### config.mk
export PLATFORM = sky130hd
export DESIGN_NAME = pfa_ram
export DESIGN_NICKNAME = d
export VERILOG_FILES = /design/src/rtl/page_frame_allocator_with_guard_unit_defines.svh /design/src/rtl/pfa_ram.sv
export SDC_FILE = /design/constraint.sdc
export NUM_CORES = 1
export LEC_CHECK = 0
export BUFFER_PORTS_ARGS = -buffer_cell sky130_fd_sc_hd__buf_2
export CORE_AREA = 4 4 162 101
export CTS_BUF_LIST = sky130_fd_sc_hd__clkbuf_4 sky130_fd_sc_hd__clkbuf_8
export DETAILED_ROUTE_END_ITERATION = 7
export DIE_AREA = 0 0 166 105
export GPL_TIMING_DRIVEN = 0
export RECOVER_POWER = 25
export SLEW_MARGIN = 20
export SYNTH_ARGS = -nofsm -noshare
export SYNTH_HDL_FRONTEND = slang
export SYNTH_SLANG_ARGS = --single-unit
### constraint.sdc
create_clock -name clock -period 1.6 [get_ports clock]
set_input_delay 0.08 -clock clock [delete_from_list [all_inputs] [get_ports clock]]
set_output_delay 0.08 -clock clock [all_outputs]
set_load 0.05 [all_outputs]
### src/rtl/page_frame_allocator_with_guard_unit_defines.svh
// ----------------------------------------------------------------------------
// Page frame allocator assertion macros
// Shared property forms used by the allocator's checks.
// ----------------------------------------------------------------------------
`ifndef PAGE_FRAME_ALLOCATOR_WITH_GUARD_UNIT_DEFINES_SVH
`define PAGE_FRAME_ALLOCATOR_WITH_GUARD_UNIT_DEFINES_SVH

// Same-cycle implication, sampled on clock and disabled in reset.
`define PFA_CHECK(lbl, ante, cons) \
   lbl: assert property (@(posedge clock) disable iff (reset) (ante) |-> (cons)) \
      else $error("pfa: same-cycle property violated");

// Next-cycle implication, sampled on clock and disabled in reset.
`define PFA_CHECK_NEXT(lbl, ante, cons) \
   lbl: assert property (@(posedge clock) disable iff (reset) (ante) |=> (cons)) \
      else $error("pfa: next-cycle property violated");

`endif

### src/rtl/pfa_ram.sv
// ----------------------------------------------------------------------------
// Page frame allocator generic RAM
// One write port and one read port with registered read data.
// ----------------------------------------------------------------------------
module pfa_ram #(
   parameter int WIDTH = 8,
   parameter int DEPTH = 16
) (
   input  logic                      clock,
   input  logic                      wr_en,
   input  logic [$clog2(DEPTH)-1:0]  wr_addr,
   input  logic [WIDTH-1:0]          wr_data,
   input  logic [$clog2(DEPTH)-1:0]  rd_addr,
   output logic [WIDTH-1:0]          rd_data
);
   logic [WIDTH-1:0] mem [DEPTH];
   logic [WIDTH-1:0] rd_data_ff;

   always_ff @(posedge clock) begin
      if (wr_en) begin
         mem[wr_addr] <= wr_data;
      end
      rd_data_ff <= mem[rd_addr];
   end

   assign rd_data = rd_data_ff;
endmodule

Word level (Yosys, flattened, before mapping)

Memory sizes are Yosys's and may differ from the RTL's. A register that Yosys moved wholly into a read port is not among the register bits.
Cells that the tools add are included.

Multiplexer cells: 2

Operators by type and width:

| cell              | count |
|---|---|
| two-way mux 1 bit | 2 |

Bits in writable memories: 128
Input port bits: 18
Register bits: 0
Word-level logic and storage cells: 3
Memories kept: 1
Output and inout bits: 8

Memories:

| memory | depth | width | read ports | clocked after memory_dff | write ports | RTL line      | RTL |
|---|---|---|---|---|---|---|---|
| mem    | 16    | 8     | 1          | 1                        | 1           | pfa_ram.sv:16 | `logic [WIDTH-1:0] mem [DEPTH];` |

Depth between registers and ports, before layout

Gate-level depths: netlist (run 1).

Depth after elaboration: 2
Mapped depth: 5
Depth with buffers taken out: 3

Worst setup path after synthesis (run 1)

OpenSTA, ideal clock, no wires.

Kind: input to register
Start: input port wr_addr[2]
End: memory mem[0][0], enable pin
Setup time: 0.383 ns
Data arrival time: 1.190 ns
Cell stages on the path: 2
Buffers on the path: 0
Path slack: 0.027 ns
Required time: 1.217 ns
Cells stage by stage: or3b_2 > nor3_1

RTL lines:

| item               | RTL line      | RTL |
|---|---|---|
| start: declaration | pfa_ram.sv:11 | `input logic [$clog2(DEPTH)-1:0] wr_addr,` |
| end: declaration   | pfa_ram.sv:16 |  |

Straight into the memory's write port.

==> impl_metrics.yaml, run 1 <==
cts:
  post_cts_buffers: 0
  htreeDepth: 4
  root_buffer: "clkbuf_8"
  clk_latency_ns: 0.43
  cts_tree: "done"
  path_clk_slew_ns: 0.08
  cts-hold-fix-buffers: 0
  cts_resized: 0
  cts.path.max_buffers: 2
  cts-buffers-inserted: 17
  cts_sinks: 136
critical_path:
  crit_chain: "mux4_1 > a22oi_1 > nand2_1"
  rr_worst_depth: 3
  critical_path_class: "flip-flop to flip-flop"
  worst_path_max_delay_cell: "mux4_1"
  worstReg2RegEnd: "rd_data[2]"
  rr_startpoint: "mem[9][2]"
  startpoint: "mem[9][2]"
  startpoint_type: "flip-flop"
  arrival_ns: 1.74
  critPathMaxFanout: 1
  critPathBufInv: 0
  rrSetupSlack_ns: 0.18
  cp_data_required_time_ns: 1.91
  critPathMaxStageDelay_ns: 0.57
  critPathCapture: "rd_data[2]"
  crit_cells: 3
  worstSetupEndpointType: "flip-flop"
  critPathTopFamily: "multiplexers"
min_path:
  hp-class: "input port to flip-flop"
detailed_routing:
  dr_wl_met3_microns: 748
  wl_mm: 10.6
  vias: 2407
  viasPerCell: 4.93
  dr.max_layer_used: "met4"
  routedWlPerCell_microns: 21.7
  route.detailed.drc: 0
  drt_iter0_drc: 213
  wl_met2_mm: 4.60
  firstDrtPassIters: 4
  antenna_left: 0
  wl_met1_mm: 5.13
placed_design:
  dp.final_hpwl_mm: 7.05
  placed_area_sq_um: 5540
  post-place-cells: 456
  pre_cts_slack_ns: -0.178
  place.gp.congestion: 0.723
  io_buffers: 24
global_routing:
  grt_pass1_vias: 2391
  grt_max_degree: 17
  grt_pass1_wl_mm: 15.4
  grt_use_total_pct: 12.5
  grt_antenna_before_repair: 0
  overflow: 0
sta:
  finalHoldViolations: 0
  fin_crit_ns: 1.42
  fmax_mhz: 702
  setup_viol: 0
  tightestPinTransition_ns: 0.895
  hold_slack_ns: 0.0840
  slew_viol_final: 0
  min_period_over_period_pct: 89.0
  finalSetupTns_ns: 0
  skew_ns: 0.0134
  rsz0062_at_grt: "false"
  fin_ws_ns: 0.176
  slew_headroom_pct: 40.1
yosys:
  postSynth.asyncResetShare_pct: 0
  synth_edf_count: 128
  synthFlopType: "edfxtp_1"
  yosysSeqAreaShare_pct: 77.8
  synth_area_sq_um: 5150
  ys_ff_latch: 136
  synth_nets: 247
  syn_avg_cell_area_sq_um: 22.5
  synth_top_area_share_pct: 74.7
  synthTopCellsByArea: "edfxtp_1 75%, mux4_2 7.9%, mux4_1 7.1%, dfxtp_1 3.1%, a22oi_1 2.3%"
  synth_largest_area_cell: "edfxtp_1"
  yosysWarnings: 0
  synth_most_common_cell: "edfxtp_1"
  yosysUniqueCellTypes: 19
  syn_inst: 229
  synthTopCellsByCount: "128 x edfxtp_1, 18 x mux4_2, 16 x a22oi_1"
layout:
  stdcell_area_sq_um: 5920
  diodes: 0
  nNetsFinal: 290
  drive_gt1_share_pct: 28.4
  final_cells: 488
  utilization_pct: 39.4
  synthToLayoutAreaGrowth_pct: 15.0
die:
  io_pins: 26
  die_area_sq_um: 17400
  die_x_microns: 166
  fp.dieH_microns: 105
  core_area_sq_um: 15000
  num_rows: 35
  start_util_pct: 34.3
pwr:
  peakVddDrop_uv: 643
  p_per_area_nw_per_um2: 1220
  finalPower_mw: 7.20
  p_leak_nw: 1.91
status:
  status: "finished, final reports clean"
job:
  maxCapViolCount: 0
==> report_power, final <==
part           leakage, nW  total (mW)  switching (mW)  internal, mW
Sequential            1.22        4.00          0.0191          3.98
Combinational        0.500       0.469           0.313         0.157
Clock                0.182        2.73            1.35          1.38
==> sequential cells by signal (all words and copies together), names as in the netlist <==
name / cells
mem: 128
rd_data: 8
==> layer usage <==
layer | up-vias | GRT usage, %
met3 | 9 | 3.82
met5 | - | 0
met1 | 1267 | 19.4
met2 | 68 | 16.9
met4 | 0 | 3.35
li1 | 1063 | -
==> worst min path at each step <==
| stage | startpoint | endpoint | slack (ns) | cells after the start |
|---|---|---|---|---|
| floorplan | wr_data[0] | mem[0][0] | 0.18 | 0 |
| global placement | wr_data[6] | mem[7][6] | 0.49 | 1 |
| detailed placement | wr_data[6] | mem[15][6] | 0.49 | 1 |
| CTS | wr_data[6] | mem[15][6] | 0.02 | 1 |
| global route | wr_data[4] | mem[7][4] | 0.07 | 1 |
| finish | wr_data[4] | mem[15][4] | 0.08 | 1 |
==> kinds of logic after synthesis <==
kind of cell           share of synthesized area [%]
AOI/OAI and AO/OA                               2.33
muxes                                           15.0
and+or+nand+nor                                 3.18
DFF                                             77.8
buffers and inverters                           1.68
==> placed cells by master (no fill, tap or decap) <==
master,n
edfxtp_1,128
buf_2,20
mux4_2,18
clkbuf_8,17
a22oi_1,16
mux4_1,14
nor2_1,13
nand2_1,9
dfxtp_1,8
clkbuf_1,7
clkinvlp_4,5
nor3_2,4
buf_6,3
clkdlybuf4s25_2,3
clkinv_2,3
inv_6,3
nand3b_1,2
nand2b_1,2
bufinv_16,2
nor2b_1,1
buf_4,1
and2_1,1
and2b_1,1
nand3_1,1
or3b_2,1
clkinv_1,1
clkinv_4,1
==> final cells by class <==
class	instances	area [sq um]
fill	1343	9100
sequential	136	4000
multi-input combinational	83	1080
tap	203	254
clock buffer	17	234
clock inverter	15	151
timing repair buffer	24	111
buffer	10	86.3
No activity file was read; power rests on OpenSTA's default activity.
==> run 2, diff against run 1 <==
ABC_AREA = 1   (was default)
CORE_AREA = 4 4 171 107   (was 4 4 162 101)
DIE_AREA = 0 0 175 111   (was 0 0 166 105)
==> impl_metrics.yaml, run 2 <==
layout:
  drive_gt1_share_pct: 11.9
  nNetsFinal: 610
  utilization_pct: 39.7
  largest_reg_flops: 128
  top_register: "mem"
  final_cell_mix: "173 x nand2_1, 128 x edfxtp_1, 100 x inv_1, 97 x nand3_1, 28 x buf_2"
  diodes: 0
  nFillCells: 1627
  synthToLayoutAreaGrowth_pct: 15.3
  final_common_cell: "nand2_1"
yosys:
  synthFlopType: "edfxtp_1"
  yosysSeqAreaShare_pct: 69.4
  ys_ff_latch: 136
  synthTopCellsByArea: "edfxtp_1 67%, nand2_1 11%, nand3_1 8.4%, inv_1 6.5%, dfxtp_1 2.8%"
  synthTopCellsByCount: "173 x nand2_1, 128 x edfxtp_1, 100 x inv_1"
  yosysUniqueCellTypes: 12
  yosysWarnings: 0
  synth_nets: 569
  postSynth.asyncResetShare_pct: 0
  syn_avg_cell_area_sq_um: 10.5
  synth_most_common_cell: "nand2_1"
  synth_largest_area_cell: "edfxtp_1"
  synth_top_area_share_pct: 66.7
  synth_area_sq_um: 5770
  syn_inst: 551
  synth_edf_count: 128
cts:
  cts_resized: 0
  path_clk_slew_ns: 0.07
  clk_latency_ns: 0.43
  root_buffer: "clkbuf_8"
  cts.path.max_buffers: 2
  htreeDepth: 4
  post_cts_buffers: 0
  cts-buffers-inserted: 17
  cts-hold-fix-buffers: 0
  cts_sinks: 136
  cts_tree: "done"
pwr:
  peakVddDrop_uv: 495
  intPower_mw: 6.18
  pwr-share-comb_pct: 7.7
  p_sw_mw: 1.87
  power_frac_seq_pct: 49.6
  p_sw_share_pct: 23.3
  clock_power_share_pct: 42.7
  p_per_area_nw_per_um2: 1210
  p_leak_nw: 2.83
sta:
  fin_ws_ns: 0.465
  skew_ns: 0.0108
  tightestPinTransition_ns: 0.994
  hold_slack_ns: 0.0723
  finalSetupTns_ns: 0
  finalHoldViolations: 0
  slew_viol_final: 0
  fmax_mhz: 881
  slew_headroom_pct: 33.7
  setup_viol: 0
  min_period_over_period_pct: 71.0
  fin_crit_ns: 1.14
  rsz0062_at_grt: "false"
critical_path:
  startpoint_type: "input port"
  rr_worst_depth: 6
  cp_data_required_time_ns: 1.65
  critical_path_class: "input port to flip-flop"
  worstReg2RegEnd: "rd_data[5]"
  critPathMaxFanout: 8
  arrival_ns: 1.19
  rrSetupSlack_ns: 0.50
  worstSetupEndpointType: "flip-flop"
  rr_startpoint: "mem[11][5]"
global_routing:
  overflow: 0
  grt_antenna_before_repair: 0
  grt_max_degree: 17
  grt_pass1_wl_mm: 22.5
  grt_pass1_vias: 3640
  grt_use_total_pct: 15.7
placed_design:
  io_buffers: 22
  pre_cts_slack_ns: 0.00134
  dp.final_hpwl_mm: 10.3
  place.gp.congestion: 0.950
min_path:
  whs_path_depth: 3
  worstHoldStart: "rd_addr[3]"
  whs_endpoint: "rd_data[3]"
  hp-class: "input port to flip-flop"
die:
  fp.dieH_microns: 111
  core_area_sq_um: 16800
  die_x_microns: 175
  die_area_sq_um: 19400
  io_pins: 26
  start_util_pct: 34.4
  num_rows: 37
detailed_routing:
  wl_mm: 15.1
  antenna_left: 0
  firstDrtPassIters: 8
  drt_iter0_drc: 667
  route.detailed.drc: 0
  viasPerCell: 4.72
  routedWlPerCell_microns: 17.9
  vias: 3963
status:
  status: "finished, final reports clean"
job:
  maxCapViolCount: 0
==> run 2: logic make-up (layout without fill, tap and decap cells) <==
kind of cell           count (synthesis)  count (layout)  share of synthesized area [%]
AND/OR/NAND/NOR                      289             289                           21.0
buffers and inverters                126             180                           9.52
flip-flops                           136             136                           69.4
==> run 2: worst max-delay path by stage <==
stage	to	slack [ns]	startpoint	cells after the start
4_1_cts	mem[5][6]	0.46	wr_addr[3]	3
3_3_place_gp	mem[5][1]	0.09	wr_addr[3]	3
2_1_floorplan	mem[10][0]	0.57	wr_addr[2]	2
5_1_grt	mem[5][6]	0.40	wr_addr[3]	3
3_5_place_dp	mem[5][5]	0.001	wr_addr[3]	3
6_report	mem[5][6]	0.46	wr_addr[3]	3
==> run 2: power groups by stage <==
| stage | combinational (mW) | clock [mW] | sequential, mW |
|---|---|---|---|
| final | 0.619 | 3.44 | 4.00 |
| after detailed placement | 0.609 | 0 | 4.08 |
| after floorplan | 0.281 | 0 | 4.16 |
| after global routing | 0.666 | 3.64 | 4.01 |
| after global placement | 0.597 | 0 | 4.07 |
| after CTS | 0.612 | 3.45 | 4.00 |
==> run 2: per-stage QoR <==
| stage | instance area, sq um | instances | total power, mW |
|---|---|---|---|
| 4_1_cts | 6660 | 839 | 8.06 |
| 3_5_place_dp | 6170 | 807 | 4.69 |
| 5_1_grt | 6650 | 839 | 8.31 |
| 2_1_floorplan | 5770 | 551 | 4.44 |
| 6_report | 6650 | 839 | 8.05 |
| 3_3_place_gp | 6170 | 807 | 4.67 |
==> run 2: final cells by class <==
cell class              instances  area, sq um  area share, %
flip-flops and latches        136         4000           60.2
clock buffers                  18          241           3.63
inverters                     102          383           5.76
clock inverters                14          245           3.69
repair buffers                 22          101           1.52
multi-input cells             289         1210           18.3
well taps                     234          293           4.40
plain buffers                  24          166           2.50
==> run 2: critical path, stage by stage <==
cell and delay, ns:
buf_2 0.12, nand3b_1 0.21, nor2_1 0.78
==> run 2: routing by layer <==
metal / track usage, % / part of all wire [%] / up-vias
met4: 4.29 / 1.3 / 2
met2: 21.0 / 39 / 233
met3: 3.92 / 12 / 23
met5: 2.60 / 0.15 / -
met1: 24.8 / 47 / 1852
li1: - / - / 1853
==> run 3, diff against run 2 <==
clock period = 1.07 ns   (was 1.6 ns; I/O delays follow)
==> impl_metrics.yaml, run 3 (synthesis results as in run 2) <==
placed_design:
  place.gp.congestion: 0.950
  dp.final_hpwl_mm: 10.3
  pre_cts_slack_ns: -0.502
  io_buffers: 22
cts:
  cts-hold-fix-buffers: 0
  path_clk_slew_ns: 0.07
  clk_latency_ns: 0.43
  cts_tree: "done"
  cts_sinks: 136
  cts.path.max_buffers: 2
  cts-buffers-inserted: 17
  root_buffer: "clkbuf_8"
  post_cts_buffers: 0
  htreeDepth: 4
detailed_routing:
  drt_iter0_drc: 591
  wl_mm: 15.3
  viasPerCell: 4.79
  antenna_left: 0
  firstDrtPassIters: 6
  vias: 4016
  routedWlPerCell_microns: 18.2
  route.detailed.drc: 0
critical_path:
  critPathMaxFanout: 8
  rr_worst_depth: 6
  rr_startpoint: "mem[8][5]"
  startpoint_type: "input port"
  cp_data_required_time_ns: 1.12
  worstReg2RegEnd: "rd_data[5]"
  worstSetupEndpointType: "flip-flop"
  arrival_ns: 1.17
  critical_path_class: "input port to flip-flop"
  rrSetupSlack_ns: 0
  startpoint: "wr_addr[2]"
pwr:
  peakVddDrop_uv: 730
  p_leak_nw: 2.87
  p_per_area_nw_per_um2: 1780
die:
  io_pins: 26
  die_x_microns: 175
  core_area_sq_um: 16800
  fp.dieH_microns: 111
  die_area_sq_um: 19400
  num_rows: 37
  start_util_pct: 34.4
status:
  failed_checks: "setup timing"
  status: "finished, violations left"
layout:
  top_register: "mem"
  synthToLayoutAreaGrowth_pct: 17.5
  nNetsFinal: 610
  final_cell_mix: "169 x nand2_1, 128 x edfxtp_1, 100 x inv_1, 79 x nand3_1, 20 x buf_2"
  final_common_cell: "nand2_1"
  drive_gt1_share_pct: 16.2
  largest_reg_flops: 128
  diodes: 0
global_routing:
  grt_antenna_before_repair: 0
  grt_pass1_vias: 3644
  grt_pass1_wl_mm: 22.5
  grt_max_degree: 17
  overflow: 0
  grt_use_total_pct: 15.7
sta:
  slew_viol_final: 0
  finalSetupTns_ns: -1.03
  skew_ns: 0.00694
  rsz0062_at_grt: "true"
  setup_viol: 31
  tightestPinTransition_ns: 0.977
  min_period_over_period_pct: 105
  fmax_mhz: 889
  slew_headroom_pct: 34.9
  finalHoldViolations: 0
  fin_ws_ns: -0.0547
  fin_crit_ns: 1.12
job:
  maxCapViolCount: 0
min_path:
  hp-class: "input port to flip-flop"
  worstHoldStart: "rd_addr[3]"
  whs_path_depth: 3
  whs_endpoint: "rd_data[3]"
[run 3: layout make-up]
class                           instances  area, sq um
Clock inverter                         14          245
Inverter                              102          383
Clock buffer                           18          241
Timing Repair Buffer                   22          121
Fill cell                            1615         9980
Sequential cell                       136         4000
Multi-Input combinational cell        289         1320
Buffer                                 24          166
Tap cell                              234          293
[run 3: per-layer routing]
| layer | GRT usage [%] | up-vias | part of all wire [%] |
|---|---|---|---|
| li1 | - | 1852 | - |
| met1 | 24.7 | 1917 | 47 |
| met2 | 21.1 | 217 | 40 |
| met5 | 2.60 | - | 0.44 |
| met4 | 4.29 | 2 | 1.8 |
| met3 | 3.92 | 28 | 11 |
[run 3: worst max-delay path by stage]
stage	endpoint	slack, ns	depth (start not counted)
final	mem[10][6]	-0.05	3
after detailed placement	mem[5][5]	-0.50	3
after CTS	mem[5][6]	-0.05	3
after global placement	mem[5][1]	-0.41	3
after global routing	mem[8][6]	-0.05	3
after floorplan	mem[4][0]	0.07	2
[run 3: stage by stage]
step           instance area, sq um  hold WS, ns  total power, mW  cells  utilization [%]
4_1_cts                        6660       0.0284             12.0    839             39.7
2_1_floorplan                  5770        0.152             6.64    551                -
5_1_grt                        6780       0.0711             12.5    839             40.4
3_3_place_gp                   6170        0.478             6.99    807             36.8
3_5_place_dp                   6170        0.480             7.01    807             36.8
6_report                       6780       0.0712             12.1    839             40.4
[run 3: repair_timing]
item,4_1_cts,5_1_grt
setup endpoints to repair,23,53
pin swaps,0,1
resized for setup,2,33
[run 3: power by group]
group	total (mW)	switching [mW]	internal, mW
sequential	5.98	0.0311	5.95
combinational	0.987	0.731	0.257
clock	5.12	2.05	3.07
total	12.1	2.81	9.27
[run 3: worst max-delay path, cell delays in order]
cell and delay (ns):
buf_2 0.12, nand3b_1 0.26, nor2_1 0.74
